**config.mk**
```make
export PLATFORM = sky130hd
export DESIGN_NAME = dma_descriptor_splitter_64k_core
export DESIGN_NICKNAME = d
export VERILOG_FILES = /design/src/rtl/dds_pkg.sv /design/src/rtl/dds_core_top.sv /design/src/rtl/dds_front.sv /design/src/rtl/dds_fifo.sv /design/src/rtl/dds_back.sv
export SDC_FILE = /design/constraint.sdc
export NUM_CORES = 1
export LEC_CHECK = 0
export BUFFER_PORTS_ARGS = -buffer_cell sky130_fd_sc_hd__clkbuf_2
export CAP_MARGIN = 25
export CORE_ASPECT_RATIO = 1.25
export CORE_MARGIN = 2
export CORE_UTILIZATION = 29
export DETAILED_ROUTE_END_ITERATION = 7
export GPL_ROUTABILITY_DRIVEN = 0
export SLEW_MARGIN = 10
export SYNTH_ARGS = -nofsm -noshare
export SYNTH_HDL_FRONTEND = slang
export SYNTH_SLANG_ARGS = --single-unit
```
**constraint.sdc**
```tcl
create_clock -name clk_i -period 10.3 [get_ports clk_i]
set_input_delay 2.06 -clock clk_i [delete_from_list [all_inputs] [get_ports clk_i]]
set_output_delay 2.06 -clock clk_i [all_outputs]
set_load 0.05 [all_outputs]
```
**src/rtl/dds_pkg.sv**
```systemverilog
`timescale 1ns / 1ps
// Shared types and constants for the 64 KiB descriptor splitter.
// Used by the front classifier, the command queue and the descriptor back end.
package dds_pkg;

  localparam int unsigned AddrInW  = 40;
  localparam int unsigned LenW     = 26;
  localparam int unsigned EntAddrW = 32;
  localparam int unsigned EntLenW  = 16;
  localparam int unsigned IdxW     = 6;
  localparam int unsigned CountW   = 7;
  // Span between a start offset and the next 64 KiB boundary, up to 65536.
  localparam int unsigned SegW     = 17;
  // Descriptors per chunk, up to 1025.
  localparam int unsigned NumW     = 11;

  localparam logic [SegW-1:0] Boundary = 17'h10000;

  typedef enum logic [1:0] {
    ERR_NONE = 2'd0,
    ERR_ADDR = 2'd1,
    ERR_FULL = 2'd2
  } err_e;

  typedef enum logic {
    BK_IDLE,
    BK_RUN
  } back_state_e;

  // One classified chunk as it travels from the front to the back end.
  typedef struct packed {
    logic [EntAddrW-1:0] addr;
    logic [LenW-1:0]     len;
    logic [IdxW-1:0]     idx;
    logic                last;
    err_e                err;
  } chunk_cmd_t;

endpackage

```
**src/rtl/dds_core_top.sv**
```systemverilog
`timescale 1ns / 1ps
// Top level of the 64 KiB descriptor splitter: front classifier, command
// queue and descriptor back end. Depends on dds_pkg and the dds_* modules.
//
// Usage: chunks enter on the input channel (in_valid_i / in_stall_o), each an
// address, a length and first/last flags. Descriptors leave on the output
// channel (out_valid_o / out_stall_i), one per cycle within a chunk while the
// receiver does not stall; none crosses a 64 KiB boundary and a length of 0
// means 65536. The front classifies a chunk in the cycle it is accepted, so
// the table count, the failure flag and the error decision are settled at
// acceptance. A four-entry queue holds classified chunks; the input stalls
// only when it is full. The back end loads a chunk from the queue in its
// idle state and then emits its descriptors; the first descriptor of a chunk
// passes through the queue, the load and the output register. Chunks that
// yield nothing (zero length, or a failed table) stop at the front and never
// enter the queue.
// A stalled result holds in the output register while the back end waits.
// Reset clears the table count, the failure flag, the queue and the output.
module dma_descriptor_splitter_64k_core import dds_pkg::*; #(
  parameter int unsigned TABLE_ENTRIES = 64
) (
  input  logic                clk_i,
  input  logic                rst_ni,
  input  logic                in_valid_i,
  output logic                in_stall_o,
  input  logic [AddrInW-1:0]  chunk_address_i,
  input  logic [LenW-1:0]     chunk_length_i,
  input  logic                first_chunk_i,
  input  logic                last_chunk_i,
  output logic                out_valid_o,
  input  logic                out_stall_i,
  output logic [EntAddrW-1:0] entry_address_o,
  output logic [EntLenW-1:0]  entry_length_o,
  output logic                end_of_table_o,
  output logic [IdxW-1:0]     entry_index_o,
  output logic [1:0]          error_code_o,
  output logic                run_last_o
);

  logic       push, pop, full, empty;
  chunk_cmd_t cmd_in, cmd_out;

  dds_front #(
    .TABLE_ENTRIES(TABLE_ENTRIES)
  ) u_front (
    .clk_i           (clk_i),
    .rst_ni          (rst_ni),
    .in_valid_i      (in_valid_i),
    .in_stall_o      (in_stall_o),
    .chunk_address_i (chunk_address_i),
    .chunk_length_i  (chunk_length_i),
    .first_chunk_i   (first_chunk_i),
    .last_chunk_i    (last_chunk_i),
    .full_i          (full),
    .push_o          (push),
    .cmd_o           (cmd_in)
  );

  dds_fifo u_fifo (
    .clk_i   (clk_i),
    .rst_ni  (rst_ni),
    .push_i  (push),
    .data_i  (cmd_in),
    .full_o  (full),
    .pop_i   (pop),
    .data_o  (cmd_out),
    .empty_o (empty)
  );

  dds_back u_back (
    .clk_i           (clk_i),
    .rst_ni          (rst_ni),
    .empty_i         (empty),
    .cmd_i           (cmd_out),
    .pop_o           (pop),
    .out_valid_o     (out_valid_o),
    .out_stall_i     (out_stall_i),
    .entry_address_o (entry_address_o),
    .entry_length_o  (entry_length_o),
    .end_of_table_o  (end_of_table_o),
    .entry_index_o   (entry_index_o),
    .error_code_o    (error_code_o),
    .run_last_o      (run_last_o)
  );

endmodule

```
**src/rtl/dds_front.sv**
```systemverilog
`timescale 1ns / 1ps
// Front end: accepts chunks, keeps the table count and failure flag, and
// classifies each chunk into a queue command. Depends on dds_pkg.
module dds_front import dds_pkg::*; #(
  parameter int unsigned TABLE_ENTRIES = 64
) (
  input  logic                clk_i,
  input  logic                rst_ni,
  input  logic                in_valid_i,
  output logic                in_stall_o,
  input  logic [AddrInW-1:0]  chunk_address_i,
  input  logic [LenW-1:0]     chunk_length_i,
  input  logic                first_chunk_i,
  input  logic                last_chunk_i,
  input  logic                full_i,
  output logic                push_o,
  output chunk_cmd_t          cmd_o
);

  logic [CountW-1:0] count_q, count_d;
  logic              failed_q, failed_d;

  logic              accept;
  logic [CountW-1:0] eff_count;
  logic              eff_failed;
  logic [LenW:0]     low_sum;
  logic [NumW-1:0]   num_desc;
  logic [SegW-1:0]   addr_room;
  logic [CountW-1:0] table_room;
  logic              addr_fail;
  logic              full_fail;
  logic              active;
  err_e              err;

  assign in_stall_o = full_i;
  assign accept     = in_valid_i && !full_i;

  assign eff_count  = first_chunk_i ? '0 : count_q;
  assign eff_failed = first_chunk_i ? 1'b0 : failed_q;
  assign active     = !eff_failed && (chunk_length_i != '0);

  // Descriptors needed: offset within the first 64 KiB page plus the length,
  // rounded up to whole pages.
  assign low_sum  = {11'b0, chunk_address_i[15:0]} + {1'b0, chunk_length_i} - 27'd1;
  assign num_desc = NumW'(low_sum[LenW:16]) + NumW'(1);

  // Index of the first descriptor whose start lies above 4 GiB.
  assign addr_room  = (chunk_address_i[AddrInW-1:32] != '0) ? '0
                    : Boundary - {1'b0, chunk_address_i[31:16]};
  assign table_room = CountW'(TABLE_ENTRIES) - eff_count;

  assign addr_fail = addr_room < {6'b0, num_desc};
  assign full_fail = {{(NumW-CountW){1'b0}}, table_room} < num_desc;

  always_comb begin
    priority if (addr_fail && ({4'b0, addr_room} <= {14'b0, table_room})) begin
      err = ERR_ADDR;
    end else if (full_fail) begin
      err = ERR_FULL;
    end else begin
      err = ERR_NONE;
    end
  end

  assign push_o        = accept && active;
  assign cmd_o.addr    = chunk_address_i[EntAddrW-1:0];
  assign cmd_o.len     = chunk_length_i;
  assign cmd_o.idx     = eff_count[IdxW-1:0];
  assign cmd_o.last    = last_chunk_i;
  assign cmd_o.err     = err;

  always_comb begin
    count_d  = count_q;
    failed_d = failed_q;
    if (accept) begin
      count_d  = eff_count;
      failed_d = eff_failed;
      if (active) begin
        if (err != ERR_NONE) begin
          failed_d = 1'b1;
        end else begin
          count_d = eff_count + num_desc[CountW-1:0];
        end
      end
    end
  end

  always_ff @(posedge clk_i or negedge rst_ni) begin
    if (!rst_ni) begin
      count_q  <= '0;
      failed_q <= 1'b0;
    end else begin
      count_q  <= count_d;
      failed_q <= failed_d;
    end
  end

  assert property (@(posedge clk_i) disable iff (!rst_ni)
    count_q <= CountW'(TABLE_ENTRIES))
    else $error("table count beyond limit");

  assert property (@(posedge clk_i) disable iff (!rst_ni)
    push_o && (err == ERR_NONE) |=> count_q == $past(eff_count) + $past(num_desc[CountW-1:0]))
    else $error("table count not advanced by descriptor count");

  assert property (@(posedge clk_i) disable iff (!rst_ni)
    push_o && (err != ERR_NONE) |=> failed_q)
    else $error("failed chunk did not mark the table");

endmodule

```
**src/rtl/dds_fifo.sv**
```systemverilog
`timescale 1ns / 1ps
// Short command queue between the front and back ends.
// Depends on dds_pkg for the command type.
module dds_fifo import dds_pkg::*; (
  input  logic       clk_i,
  input  logic       rst_ni,
  input  logic       push_i,
  input  chunk_cmd_t data_i,
  output logic       full_o,
  input  logic       pop_i,
  output chunk_cmd_t data_o,
  output logic       empty_o
);

  localparam int unsigned Depth = 4;
  localparam int unsigned PtrW  = 2;

  chunk_cmd_t        mem_q [Depth];
  logic [PtrW-1:0]   wr_ptr_q, rd_ptr_q;
  logic [PtrW:0]     cnt_q, cnt_d;
  logic              do_push, do_pop;

  assign full_o  = (cnt_q == (PtrW+1)'(Depth));
  assign empty_o = (cnt_q == '0);
  assign do_push = push_i && !full_o;
  assign do_pop  = pop_i && !empty_o;
  assign data_o  = mem_q[rd_ptr_q];

  always_comb begin
    cnt_d = cnt_q;
    if (do_push && !do_pop) begin
      cnt_d = cnt_q + 1'b1;
    end else if (do_pop && !do_push) begin
      cnt_d = cnt_q - 1'b1;
    end
  end

  always_ff @(posedge clk_i) begin
    if (do_push) begin
      mem_q[wr_ptr_q] <= data_i;
    end
  end

  always_ff @(posedge clk_i or negedge rst_ni) begin
    if (!rst_ni) begin
      wr_ptr_q <= '0;
      rd_ptr_q <= '0;
      cnt_q    <= '0;
    end else begin
      if (do_push) begin
        wr_ptr_q <= wr_ptr_q + 1'b1;
      end
      if (do_pop) begin
        rd_ptr_q <= rd_ptr_q + 1'b1;
      end
      cnt_q <= cnt_d;
    end
  end

  assert property (@(posedge clk_i) disable iff (!rst_ni)
    cnt_q <= (PtrW+1)'(Depth))
    else $error("queue count beyond depth");

  assert property (@(posedge clk_i) disable iff (!rst_ni)
    cnt_q[PtrW-1:0] == wr_ptr_q - rd_ptr_q)
    else $error("queue pointers disagree with count");

  assert property (@(posedge clk_i) disable iff (!rst_ni)
    pop_i |-> !empty_o)
    else $error("pop from empty queue");

endmodule

```
**src/rtl/dds_back.sv**
```systemverilog
`timescale 1ns / 1ps
// Back end: takes classified chunks from the queue and emits one descriptor
// per cycle, when not stalled, into an output register. Depends on dds_pkg.
module dds_back import dds_pkg::*; (
  input  logic                clk_i,
  input  logic                rst_ni,
  input  logic                empty_i,
  input  chunk_cmd_t          cmd_i,
  output logic                pop_o,
  output logic                out_valid_o,
  input  logic                out_stall_i,
  output logic [EntAddrW-1:0] entry_address_o,
  output logic [EntLenW-1:0]  entry_length_o,
  output logic                end_of_table_o,
  output logic [IdxW-1:0]     entry_index_o,
  output logic [1:0]          error_code_o,
  output logic                run_last_o
);

  back_state_e         state_q, state_d;
  logic [EntAddrW-1:0] addr_q, addr_d;
  logic [LenW-1:0]     len_q, len_d;
  logic [IdxW-1:0]     idx_q, idx_d;
  logic                last_q, last_d;
  err_e                err_q, err_d;

  logic                ovalid_q, ovalid_d;
  logic [EntAddrW-1:0] oaddr_q, oaddr_d;
  logic [EntLenW-1:0]  olen_q, olen_d;
  logic                oeot_q, oeot_d;
  logic [IdxW-1:0]     oidx_q, oidx_d;
  err_e                oerr_q, oerr_d;
  logic                olast_q, olast_d;

  logic                slot_free;
  logic [SegW-1:0]     rem;
  logic                seg_last;
  logic [SegW-1:0]     seg_len;

  assign slot_free = !ovalid_q || !out_stall_i;

  // Bytes up to the next 64 KiB boundary, clipped to what is left.
  assign rem      = Boundary - {1'b0, addr_q[15:0]};
  assign seg_last = {{(LenW-SegW){1'b0}}, rem} >= len_q;
  assign seg_len  = seg_last ? len_q[SegW-1:0] : rem;

  always_comb begin
    state_d  = state_q;
    addr_d   = addr_q;
    len_d    = len_q;
    idx_d    = idx_q;
    last_d   = last_q;
    err_d    = err_q;
    pop_o    = 1'b0;
    ovalid_d = ovalid_q && out_stall_i;
    oaddr_d  = oaddr_q;
    olen_d   = olen_q;
    oeot_d   = oeot_q;
    oidx_d   = oidx_q;
    oerr_d   = oerr_q;
    olast_d  = olast_q;
    unique case (state_q)
      BK_IDLE: begin
        if (!empty_i) begin
          pop_o   = 1'b1;
          addr_d  = cmd_i.addr;
          len_d   = cmd_i.len;
          idx_d   = cmd_i.idx;
          last_d  = cmd_i.last;
          err_d   = cmd_i.err;
          state_d = BK_RUN;
        end
      end
      BK_RUN: begin
        if (slot_free) begin
          ovalid_d = 1'b1;
          if (err_q != ERR_NONE) begin
            // A failed chunk yields a single zeroed result carrying the code.
            oaddr_d = '0;
            olen_d  = '0;
            oeot_d  = 1'b0;
            oidx_d  = '0;
            oerr_d  = err_q;
            olast_d = 1'b1;
            state_d = BK_IDLE;
          end else begin
            oaddr_d = addr_q;
            olen_d  = seg_len[EntLenW-1:0];
            oeot_d  = seg_last && last_q;
            oidx_d  = idx_q;
            oerr_d  = ERR_NONE;
            olast_d = seg_last;
            addr_d  = addr_q + {{(EntAddrW-SegW){1'b0}}, seg_len};
            len_d   = len_q - {{(LenW-SegW){1'b0}}, seg_len};
            idx_d   = idx_q + 1'b1;
            if (seg_last) begin
              state_d = BK_IDLE;
            end
          end
        end
      end
      default: state_d = BK_IDLE;
    endcase
  end

  always_ff @(posedge clk_i or negedge rst_ni) begin
    if (!rst_ni) begin
      state_q  <= BK_IDLE;
      ovalid_q <= 1'b0;
    end else begin
      state_q  <= state_d;
      ovalid_q <= ovalid_d;
    end
  end

  always_ff @(posedge clk_i) begin
    addr_q  <= addr_d;
    len_q   <= len_d;
    idx_q   <= idx_d;
    last_q  <= last_d;
    err_q   <= err_d;
    oaddr_q <= oaddr_d;
    olen_q  <= olen_d;
    oeot_q  <= oeot_d;
    oidx_q  <= oidx_d;
    oerr_q  <= oerr_d;
    olast_q <= olast_d;
  end

  assign out_valid_o     = ovalid_q;
  assign entry_address_o = oaddr_q;
  assign entry_length_o  = olen_q;
  assign end_of_table_o  = oeot_q;
  assign entry_index_o   = oidx_q;
  assign error_code_o    = oerr_q;
  assign run_last_o      = olast_q;

  assert property (@(posedge clk_i) disable iff (!rst_ni)
    out_valid_o && (error_code_o != ERR_NONE) |-> run_last_o && (entry_length_o == '0))
    else $error("error result malformed");

  assert property (@(posedge clk_i) disable iff (!rst_ni)
    out_valid_o && end_of_table_o |-> run_last_o && (error_code_o == ERR_NONE))
    else $error("end of table away from the chunk's final descriptor");

  assert property (@(posedge clk_i) disable iff (!rst_ni)
    (state_q == BK_RUN) && (err_q == ERR_NONE) |-> len_q != '0)
    else $error("running with nothing left to split");

endmodule

```
==> results.txt, run 1 <==
The buffer count from post-CTS setup fixing is 0. On the worst path, the slowest cell contributes a delay of between 0.6 and 0.7 ns. The register share of total power is between 30% and 40%.

The highest clock rate came out at around 130 MHz. The fraction of layout cells with a size suffix above 1 came out at 17.6%. The total congestion overflow after global routing came out at 0. In this run the cell area measured after placement is 0.0235 mm2. STA classifies the critical path startpoint as a flop. The tightest min-delay check is of the reg -> reg type. The post-cts hold buffer count is 0. The internal portion of the total power is ~4.5 mW.

The max-slew violation count came out at 0. The core area is approximately 0.074 mm2. The first-pass detailed-route iteration total came out at 7.

The clock network fraction of total power came out at between 10% and 20%. The count of cells resized by post-cts repair is 0. The switching part of the total power is approximately 40%.

The number of sinks handled by clock tree synthesis came out at 410. For this design the ratio of total power to cell area is 300 mW/mm2. The final setup violation count came out at 0. Counting every net in the synthesized netlist gives between 1500 and 2000.

The synthesized cell area is 0.0217 mm2. The level count of the clock H-tree is 2. In this run the tightest slew margin relative to its limit is 39.1%. The cell count after synthesis came out at ~1700. The minimum hold slack came out at 0.489 ns. The final critical delay including setup and external delays came out at approximately 8 ns.

The number of synthesized register bits came out at roughly 400. The combinational power share is a little over two fifths. The warning count from the yosys run is 0. The overall global routing resource usage came out at a little over an eighth. The detailed router's first-iteration violation count came out at approximately 710. The DRC violation count after routing is 0. In this run the horizontal extent of the chip is 249 um.

The placed cell count is 2737. The count of flip-flops with a built-in enable after synthesis is 393. The wire length of the first global-routing pass came out at between 80000 and 90000 um. The final count of hold timing violations is 0. The starting density of the core came out at approximately 30%. The initial antenna violation count was 15. The required time of the critical path came out at between 10 and 15 ns. The register clock-pin slew on the reported worst setup and hold paths came out at approximately 0.060 ns.

The maximum fanout encountered on the critical timing path came out at 45. The antenna diode instance count came out at 0. The average cell area after synthesis is between 10 and 15 um2. The clock passes through at most 3 buffers.

Sequential cells were found to cover a little under three fifths of the synthesized design area. On the critical path the largest part of the delay comes from simple AND/OR/NAND/NOR gates. The port buffer count came out at 131. STA classifies the critical path endpoint as a flop. The number of global-route vias before repair came out at 13905. The run finished with clean final reports.

The summed negative setup slack over all endpoints came out at 0 ns. Entering global routing, the biggest net connects 75 pins. For this design the total switching power over the nets is about 2.9 mW.

Summing all non-filler instances in the final layout gives an area of ~0.025 mm2. The final HPWL from detailed placement is 39100 um. STA puts the critical path data arrival time at approximately 8.3 ns. TritonCTS built the clock tree. Setup repair after global routing left no endpoint under its margin.

The count of unique library cells instantiated by Yosys is 79. The post-layout net count came out at 2023. The full die area is roughly 0.077 mm2.

Of all flip-flops after synthesis, the portion carrying an async set or reset was slightly above 4%. The leakage power is slightly above 9 nW. The via count of the routed design came out at between 10000 and 15000. The average wire length per cell after detail routing is roughly 19 um. The count of pins on the block boundary is ~130. The area growth from synthesis to layout is 14.4%. For the worst-skew pair, the clock arrives at the later sink with an insertion delay of around 0.55 ns. The portion of the clock cycle consumed by the worst path in the final layout came out at between 70% and 80%. The routed via count divided by cell count is 4.89. The worst-margin pin slew came out at about 0.91 ns.

The remaining number of nets flagged by the antenna check after routing came out at 0. The library cells used most frequently in the layout, excluding fill and tap cells, are edfxtp_1, nand2_1, inv_1. The maximum clock skew at final layout came out at between 0.02 and 0.03 ns. The number of rows created at floorplan came out at approximately 110. The total power is about 7.4 mW. For this run, the leading register cell type out of synthesis is edfxtp_1. The count of maximum capacitance violations came out at 0. The most common cell after layout, fill and taps aside is edfxtp_1. The number of buffers inserted during clock tree synthesis came out at 39. The final wirelength came out at about 53000 um. The largest individual stage delay along the critical path comes from the cell or4_1. The vertical die dimension came out at about 310 um. The cell seen most often among critical-path stages is nor3_1. The worst-case vdd ir drop is 0.000176 V. The number of cells in the finished layout apart from fillers is around 2800.

The category of the critical setup timing path is reg -> reg. The cell sitting at the root of the clock tree is a clkbuf_16. The critical path contains buffers and inverters numbering 2 combined.
stage by stage:
step / util, % / setup WS (ns)
floorplan: - / 3.36
global placement: 31.6 / 2.47
detailed placement: 31.6 / 2.30
CTS: 33.3 / 2.27
global route: 33.4 / 1.84
finish: 33.4 / 2.31
final timing paths:
kind	to	from	slack [ns]	depth (start not counted)
worst max register to register	u_back.addr_q[29]	u_back.addr_q[2]	2.31	26
min in group asynchronous	u_front.count_q[1]	rst_ni	1.50	1
worst min register to register	u_front.count_q[1]	u_front.count_q[1]	0.49	1
worst max-delay path	u_back.addr_q[29]	u_back.addr_q[2]	2.31	26
max in group asynchronous	u_fifo.rd_ptr_q[0]	rst_ni	8.37	1
worst min-delay path	u_front.count_q[1]	u_front.count_q[1]	0.49	1
state kept, by name, summed over array words and instances, names as in the netlist:
name	count
u_back.run_last_o	1
u_back.last_q	1
u_fifo.cnt_q	3
u_back.error_code_o	2
u_back.entry_index_o	6
u_back.addr_q	32
u_back.entry_address_o	32
u_fifo.wr_ptr_q	2
u_fifo.rd_ptr_q	2
u_back.out_valid_o	1
u_front.count_q	7
u_back.entry_length_o	16
u_front.failed_q	1
u_back.state_q	1
u_fifo.mem_q	268
u_back.err_q	2
u_back.end_of_table_o	1
u_back.idx_q	6
u_back.len_q	26
synthesized netlist by cell type, drive strengths merged (4+ instances only):
library cell,n,share of area (%)
mux2i,33,1.5
a21oi,40,0.96
and3,13,0.40
mux4,67,7.0
xnor2,51,2.1
dfrtp,17,2.0
o2bb2ai,7,0.28
a21o,28,0.97
or3,15,0.43
a211oi,14,0.57
clkbuf,39,0.68
nand2b,10,0.29
nand3,35,0.83
buf,12,0.22
nor3b,5,0.17
fa,4,0.37
inv,141,2.4
nor2,62,1.1
and2,43,1.2
nand4,15,0.43
o21ai,95,2.2
mux2,20,1.0
nand2,166,2.9
nor3,28,0.65
nor4,13,0.40
or4,5,0.17
xor2,45,1.8
edfxtp,393,54
nor2b,15,0.43
o211ai,14,0.55
or2,5,0.16
o21a,17,0.59
ha,135,7.8
o21bai,6,0.21
o31ai,6,0.21
a31oi,17,0.52
logic make-up after synthesis:
group	count (synthesis)	synth area share, %
flip-flops	410	56.4
AND/OR/NAND/NOR	444	10.2
buffers and inverters	192	3.34
multiplexers	120	9.53
XOR/XNOR	96	3.88
adder cells (fa/ha/maj)	139	8.16
AO/OA/AOI/OAI	275	8.45
layout make-up:
class	count	area [um2]
fillers	7292	49500
clock buffers	54	1060
well taps	969	1210
repair buffers	146	828
clock inverters	18	170
flip-flops and latches	410	12200
multi-input cells	1074	8750
inverters	141	529
worst reg2reg max path, cell delays in order, from the launching register on:
cell and delay [ns]:
edfxtp_1 0.47, or4_1 0.62, nor3_1 0.20, nor4b_1 0.60
nand2_1 0.16, nor4_1 0.29, xnor2_1 0.20, ha_1 0.34
and4b_1 0.27, nand4_1 0.12, nor3_1 0.20, nor3_1 0.06
a21o_1 0.20, a21oi_4 0.29, buf_4 0.61, mux2_2 0.44
ha_1 0.29, inv_1 0.10, o21bai_1 0.08, a21o_1 0.20
a21oi_1 0.22, o21ai_1 0.14, o2111a_1 0.28, a221o_1 0.47
a41oi_1 0.61, or3_1 0.20, a31oi_1 0.08
power groups by stage:
stage                     clock network [mW]  registers (mW)  logic (mW)
after floorplan                            0            2.95        2.21
after global placement                     0            2.79        3.24
after detailed placement                   0            2.81        3.27
after CTS                               1.44            2.77        3.29
after global routing                    1.49            2.81        3.63
final                                   1.40            2.76        3.27
routing by layer:
| metal | GRT usage, % | part of all wire (%) |
|---|---|---|
| met5 | 0 | 0.33 |
| met4 | 3.82 | 2.6 |
| met3 | 2.83 | 5.4 |
| met2 | 24.5 | 51 |
| met1 | 16.1 | 40 |
(Power assumes the default switching activity.)
==> run 2: changes to the inputs <==
ABC_AREA = 1   (was not set)
clock period = 8.2 ns   (was 10.3 ns; I/O delays follow)
==> run 2 against run 1 <==
Via count grew 18%. Sequential power increased by 22%. Area after synthesis is 2.4% higher. Fmax increased by 22%. Clock skew shrank 0.0054 ns. Worst setup slack worse by 0.65 ns. Global-route usage up 0.87 points. Largest cell class unchanged. Highest routed layer unchanged.
==> results.txt, run 2 <==
The core utilization of the finished layout is 33.1% (-0.30 points). The final HPWL from detailed placement is 41500 um (+6.1%). The maximum root-to-sink buffer count is 3 (unchanged). The core area came out at 0.0759 mm2 (+2.2%). The largest total area in the synthesized netlist belongs to edfxtp_1. The initial antenna violation count came to 10 (-5). The share of the synthesized area in the top cell type came out at 53.2% (-1.3 points).

The synthesized instance count was 2362 (+41%). The capture point of the worst path is u_back.len_q[18]. The clock latency on the worst-skew pair came to 0.56 ns (about the same). The post-layout worst setup margin was 1.66 ns (-0.647 ns). The most used flip-flop cell after synthesis is edfxtp_1.

In this run the critical register-to-register path is launched from u_back.addr_q[0]. The fraction of layout cells with a size suffix above 1 came to 9.30% (-8.3 points). The flow ran to the end, and the final reports show no timing, DRC or antenna violations. The synthesized cell area came out at 0.0222 mm2 (+2.4%). In the post-synthesis netlist, the biggest area contributors are edfxtp_1, nand2_1, ha_1. The detailed router's first-iteration violation count was 949 (+33%). The power per standard cell area came out at 375 mW/mm2 (+25%). The vertical die dimension is 313 um (+1.2%). The depth of the most critical reg-to-reg path is 37 (+42%). The commonest cells after synthesis are nand2_1, edfxtp_1, inv_1. The number of flip-flops in the largest register is 268 (unchanged). The critical path is of the reg -> reg type. The first-pass detailed-route iteration total is 5 (-2). The final setup violation count is 0 (unchanged). Leaving out fill and tap cells, the most frequent cell in the layout is nand2_1. The register-to-register setup slack came out at 1.66 ns (-0.65 ns).

The number of synthesized register bits came to 410 (unchanged). The worst-case vdd ir drop is 0.000226 V (+28%). The total congestion overflow after global routing is 0 (unchanged).

The sequential fraction of the synthesis area came to 55.1% (-1.3 points). The worst-margin pin slew came out at 1.01 ns (+0.0964 ns). The portion of the clock cycle consumed by the worst path in the final layout came out at 79.7% (+2.1 points).

The average wire length per cell after detail routing is 16.3 um (-14%). The path class of the tightest hold or removal check is reg -> reg. The count of flip-flops with a built-in enable after synthesis came to 393 (unchanged).

The area growth from synthesis to layout is 13.2%. The stage delay of the slowest cell on the critical path is 0.45 ns (-0.17 ns). The final critical delay including setup and external delays came out at 6.54 ns (-1.45 ns).

The routed via count divided by cell count is 4.66 (-4.6%). The highest clock rate came out at 153 MHz (+22%). In the layout the commonest cells are nand2_1, edfxtp_1, inv_1. The worst setup path is captured at a flop.

The buffer count from post-CTS setup fixing is 0 (unchanged). The arrival time at the worst endpoint is 6.80 ns (-1.47 ns). The port buffer count came out at 131 (unchanged). The overall global routing resource usage came out at 14.4% (+0.87 points). The chip width was 251 um (+1.2%). The leakage power came out at 10.6 nW (+16%). The largest individual stage delay along the critical path comes from the cell fa_1. In this design, the largest share of critical-path delay is due to simple AND/OR/NAND/NOR gates. In this design, the critical path's most frequently occurring cell is nand2_1.

Setup repair after global routing left no endpoint under its margin. The remaining number of nets flagged by the antenna check after routing is 0 (unchanged). The number of fillers in the final layout came to 7671 (+5.2%). The DRC violation count after routing came to 0 (unchanged). The number of sinks handled by clock tree synthesis is 410 (unchanged). The remaining max-slew budget at the tightest pin is 32.7% (-6.4 points). The average cell area after synthesis came out at 9.39 um2 (-27%). The area taken by multi-input logic gates is 0.00846 mm2 (-3.2%). STA classifies the critical path startpoint as a flop. The final wirelength came to 56900 um (+6.8%).

The count of pins on the block boundary is 132 (unchanged). The summed negative setup slack over all endpoints came out at 0 ns (unchanged). The count of cells resized by post-cts repair is 0 (unchanged). The starting density of the core came out at 29.2% (+0.037 points). The wire length of the first global-routing pass is 88800 um (+9.1%). The number of rows created at floorplan is 113 (+0.89%). The register cell area after layout came to 0.0122 mm2 (unchanged). The maximum clock skew at final layout is 0.0209 ns (-0.00538 ns). The net count of the mapped netlist came out at 2573 (+36%). The number of buffers inserted during clock tree synthesis was 37 (-5.1%).

The final count of hold timing violations is 0 (unchanged). The most critical setup path has its startpoint at u_back.addr_q[0]. The full die area is 0.0787 mm2 (+2.3%). The number of global-route vias before repair was 16007 (+15%). TritonCTS built the clock tree. u_fifo.mem_q holds more flip-flops than any other register. The max-slew violation count came out at 0 (unchanged). The most used standard cell by instance count after synthesis is nand2_1. The post-cts hold buffer count came to 0 (unchanged).

The required time of the critical path came to 8.47 ns (-2.11 ns). The register clock-pin slew on the reported worst setup and hold paths is 0.07 ns (about the same). The post-layout net count is 2690 (+33%).

The number of cells on the critical path came out at 37 (+42%). The count of buffer and inverter cells on the critical path came out at 6 (+4). The pin count of the biggest net entering global routing is 81 (+8.0%).

The warning count from the yosys run is 0 (unchanged). The count of unique library cells instantiated by Yosys came out at 51 (-35%). The count of maximum capacitance violations was 0 (unchanged).

The tree is rooted in a clkbuf_16. The maximum fanout encountered on the critical timing path is 24 (-47%). The level count of the clock H-tree came out at 2 (unchanged). The pre-CTS worst setup slack came out at 1.60 ns (-0.699 ns). The fraction of registers with async set or reset after synthesis is 4.15% (unchanged). The worst register-to-register path ends at u_back.len_q[18]. The via count of the routed design was 16262 (+18%).
run 2: cell types whose count changed in the layout (fill, tap and decap cells not counted), sizes merged, moves of 33 or more:
cell and delta:
o21ai +113, xnor2 -35, inv +199, nor2 +271, and2 -41, a21oi +59, mux2i -33, o22ai +47
nand2 +296, mux4 -67
run 2: layout make-up:
class / count / share of cell area, %
clock buffer: 46 / 3.98
clock inverter: 20 / 0.533
multi-input combinational: 1544 / 33.7
tap: 977 / 4.87
timing repair buffer: 146 / 3.06
inverter: 340 / 5.09
antenna: 4 / 0.0399
sequential: 410 / 48.7
run 2: worst min-delay path by stage:
stage / startpoint / end / slack, ns / cells past startpoint
finish: u_front.count_q[0] / u_front.count_q[0] / 0.48 / 2
floorplan: u_front.count_q[0] / u_front.count_q[0] / 0.45 / 2
CTS: u_front.count_q[1] / u_front.count_q[1] / 0.48 / 2
detailed placement: u_front.count_q[1] / u_front.count_q[1] / 0.47 / 2
global placement: u_front.count_q[2] / u_front.count_q[2] / 0.47 / 2
global route: u_front.count_q[2] / u_front.count_q[2] / 0.50 / 2
run 2: through the flow:
step	std cells	hold slack [ns]	total power, mW	area [um2]
after floorplan	2362	0.449	6.61	22200
after global placement	3417	0.465	7.80	24000
after detailed placement	3417	0.466	7.83	24000
after CTS	3483	0.484	9.50	25100
after global routing	3486	0.496	10.2	25100
final	3487	0.479	9.41	25100
run 2: layer usage:
metal  wire length (um)  global-route usage (%)  up-vias  part of all wire (%)
met3               2300                    1.98      100                   4.0
met4               2280                    5.76       10                   4.0
met1              24600                    18.0     7658                    43
met2              27700                    25.0      302                    49
met5                 79                       0        -                  0.14
li1                   -                       -     8192                     -
run 2: cell families after synthesis:
group	Yosys count	synth area share, %
buf+inv	408	6.90
xor+xnor	64	2.53
simple gates	931	17.2
flops	410	55.1
fa+ha+maj	139	7.98
compound gates	410	10.3
run 2: report_power, final:
| part | switching (mW) | total [mW] | internal (mW) | leakage (nW) |
|---|---|---|---|---|
| Clock | 0.769 | 1.65 | 0.877 | 0.560 |
| Sequential | 0.302 | 3.37 | 3.07 | 3.87 |
| Combinational | 3.05 | 4.40 | 1.35 | 6.20 |
run 2: tightest hold or removal path, delay by kind of cell, from the launching register on:
kind	cells	cell delay [ns]
flops	1	0.34
simple gates	2	0.10
==> run 3: changes to the inputs <==
clock period = 6 ns   (was 8.2 ns; I/O delays follow)
==> run 3 against run 2 <==
Routed wire length up 2.9%. Cell area up 4.2%. Critical endpoint is now u_back.addr_q[16]. Core utilization rose by 1.4 points. Via count up 2.3%. Largest cell class unchanged. Sequential power grew 36%. Worst hold slack got worse by 0.018 ns. Highest routed layer unchanged.
==> results.txt, run 3 (same netlist as run 2, synthesis figures left out) <==
The final setup violation count came out at 0 (unchanged). The initial antenna violation count came out at 10 (unchanged). The highest clock rate is 176 MHz (+15%). The routed via count divided by cell count is 4.67 (+0.16%). Setup repair after global routing could not meet its margin everywhere. The total power was 13.9 mW (+48%). The number of sinks handled by clock tree synthesis came out at 410 (unchanged). The portion of the clock cycle consumed by the worst path in the final layout is 94.6% (+15 points). The detailed router's first-iteration violation count is 862 (-9.2%).

The required time of the critical path is 6.31 ns (-2.16 ns). The slowest cell on the critical path is edfxtp_1. The final HPWL from detailed placement is 42700 um (+3.0%). The remaining max-slew budget at the tightest pin came out at 37.0% (+4.4 points). The full die area is 0.0787 mm2 (unchanged). The worst-margin pin slew came out at 0.945 ns (-0.0653 ns). STA classifies the critical path endpoint as a flop. The max-slew violation count came to 0 (unchanged). The maximum root-to-sink buffer count came out at 3 (unchanged). The category of the critical setup timing path is reg -> reg. The post-cts hold buffer count is 0 (unchanged). The level count of the clock H-tree was 2 (unchanged). The post-layout net count came to 2763 (+2.7%). The worst setup path is launched from a flop. The vertical die dimension was 313 um (unchanged). The library cell used most frequently in the layout, excluding fill and tap cells, is nand2_1. TritonCTS built the clock tree. The starting density of the core came out at 29.2% (unchanged). The top cell types in the final layout, fill and taps aside, are nand2_1, edfxtp_1, inv_1. The clock latency on the worst-skew pair came to 0.56 ns (about the same). The final critical delay including setup and external delays came out at 5.67 ns (-0.861 ns). The final count of hold timing violations is 0 (unchanged). The register name with the most flops is u_fifo.mem_q. The fraction of layout cells with a size suffix above 1 came to 13.6% (+4.3 points). In this run the clock root is driven by a clkbuf_16.

The minimum hold slack is 0.461 ns (-0.0177 ns). The DRC violation count after routing was 0 (unchanged). The leakage power is 11.1 nW (+4.5%). The overall global routing resource usage came to 14.6% (+0.26 points). The core area came to 0.0759 mm2 (unchanged). The worst hold path belongs to the class reg -> reg.

The via count of the routed design came out at 16629 (+2.3%). The port buffer count is 131 (unchanged). The final wirelength is 58600 um (+2.9%).

The total congestion overflow after global routing came out at 0 (unchanged). The pre-CTS worst setup slack is -0.140 ns (-1.74 ns). The first-pass detailed-route iteration total came out at 5 (unchanged).

The remaining number of nets flagged by the antenna check after routing came out at 0 (unchanged). The count of maximum capacitance violations came to 0 (unchanged). The number of global-route vias before repair is 16418 (+2.6%). The power per standard cell area is 532 mW/mm2 (+42%). The count of pins on the block boundary is 132 (unchanged). The maximum fanout encountered on the critical timing path was 6 (-75%). The post-layout worst setup margin is 0.326 ns (-1.34 ns). The number of flip-flops in the largest register came out at 268 (unchanged). The stage delay of the slowest cell on the critical path came out at 0.40 ns (-0.05 ns). The number of rows created at floorplan is 113 (unchanged).

The area growth from synthesis to layout is 17.9%. The wire length of the first global-routing pass was 90300 um (+1.7%). The worst-case vdd ir drop was 0.000280 V (+24%). The pin count of the biggest net entering global routing came out at 74 (-8.6%). The average wire length per cell after detail routing came out at 16.5 um (+0.78%). The arrival time at the worst endpoint came out at 5.98 ns (-0.82 ns). The flow ran to the end, and the final reports show no timing, DRC or antenna violations. The chip width came out at 251 um (unchanged).

The register clock-pin slew on the reported worst setup and hold paths came out at 0.07 ns (about the same). The cell seen most often among critical-path stages is nand2_1. The maximum clock skew at final layout came out at 0.0169 ns (-0.00397 ns).

The number of buffers inserted during clock tree synthesis came out at 38 (+2.7%).
==> run 3: cell type report <==
| type | count | area (um2) |
|---|---|---|
| antenna | 3 | 7.51 |
| clock buffer | 44 | 995 |
| clock inverter | 24 | 320 |
| fill | 7542 | 49800 |
| inverter | 340 | 1280 |
| multi-input combinational | 1544 | 8680 |
| sequential | 410 | 12200 |
| tap | 977 | 1220 |
| timing repair buffer | 218 | 1410 |
==> run 3: path summary, 6_finish.rpt <==
kind | slack, ns | endpoint | cells after the start | start
max in group asynchronous | 5.04 | u_fifo.rd_ptr_q[0] | 1 | rst_ni
min in group asynchronous | 0.60 | u_back.out_valid_o | 1 | rst_ni
worst max-delay path | 0.33 | u_back.addr_q[16] | 40 | u_back.addr_q[0]
worst min-delay path | 0.46 | u_back.error_code_o[0] | 0 | u_back.err_q[0]
worst min register to register | 0.46 | u_back.error_code_o[0] | 0 | u_back.err_q[0]
worst max register to register | 0.33 | u_back.addr_q[16] | 40 | u_back.addr_q[0]
==> run 3: what timing repair did <==
item / 4_1_cts / 5_1_grt
hold endpoints to repair: 0 / 0
cloned: 0 / 1
gates resized for setup: 7 / 64
setup buffers: 0 / 15
setup endpoints to repair: 14 / 31
pin swaps: 0 / 26
==> run 3: power by group <==
part           internal, mW  total (mW)  switching, mW  leakage (nW)
sequential             4.19        4.60          0.414          3.87
combinational          2.32        6.72           4.40          6.60
clock                  1.53        2.59           1.06         0.632
==> run 3: through the flow <==
stage               TNS [ns]  std cells  area (um2)  util (%)
finish                     0       3560       26200      34.4
global route          -0.434       3559       26200      34.4
CTS                        0       3541       25800      34.0
detailed placement     -1.17       3473       24500      32.2
global placement     -0.0951       3473       24500      32.2
floorplan                  0       2362       22200         -
==> run 3: layer usage <==
| metal | routed length [um] | track usage, % | part of all wire (%) |
|---|---|---|---|
| met3 | 2150 | 1.92 | 3.7 |
| met5 | 60 | 0 | 0.10 |
| met2 | 29500 | 26.6 | 50 |
| met1 | 25000 | 17.6 | 43 |
| met4 | 1880 | 5.34 | 3.2 |
==> run 3: critical path: cells and delay by family (launching register included) <==
family	cells	cell delay, ns
flip-flops	1	0.40
buffers and inverters	9	1.01
XOR/XNOR	1	0.22
adder cells (fa/ha/maj)	2	0.57
AO/OA/AOI/OAI	8	1.19
AND/OR/NAND/NOR	20	2.01
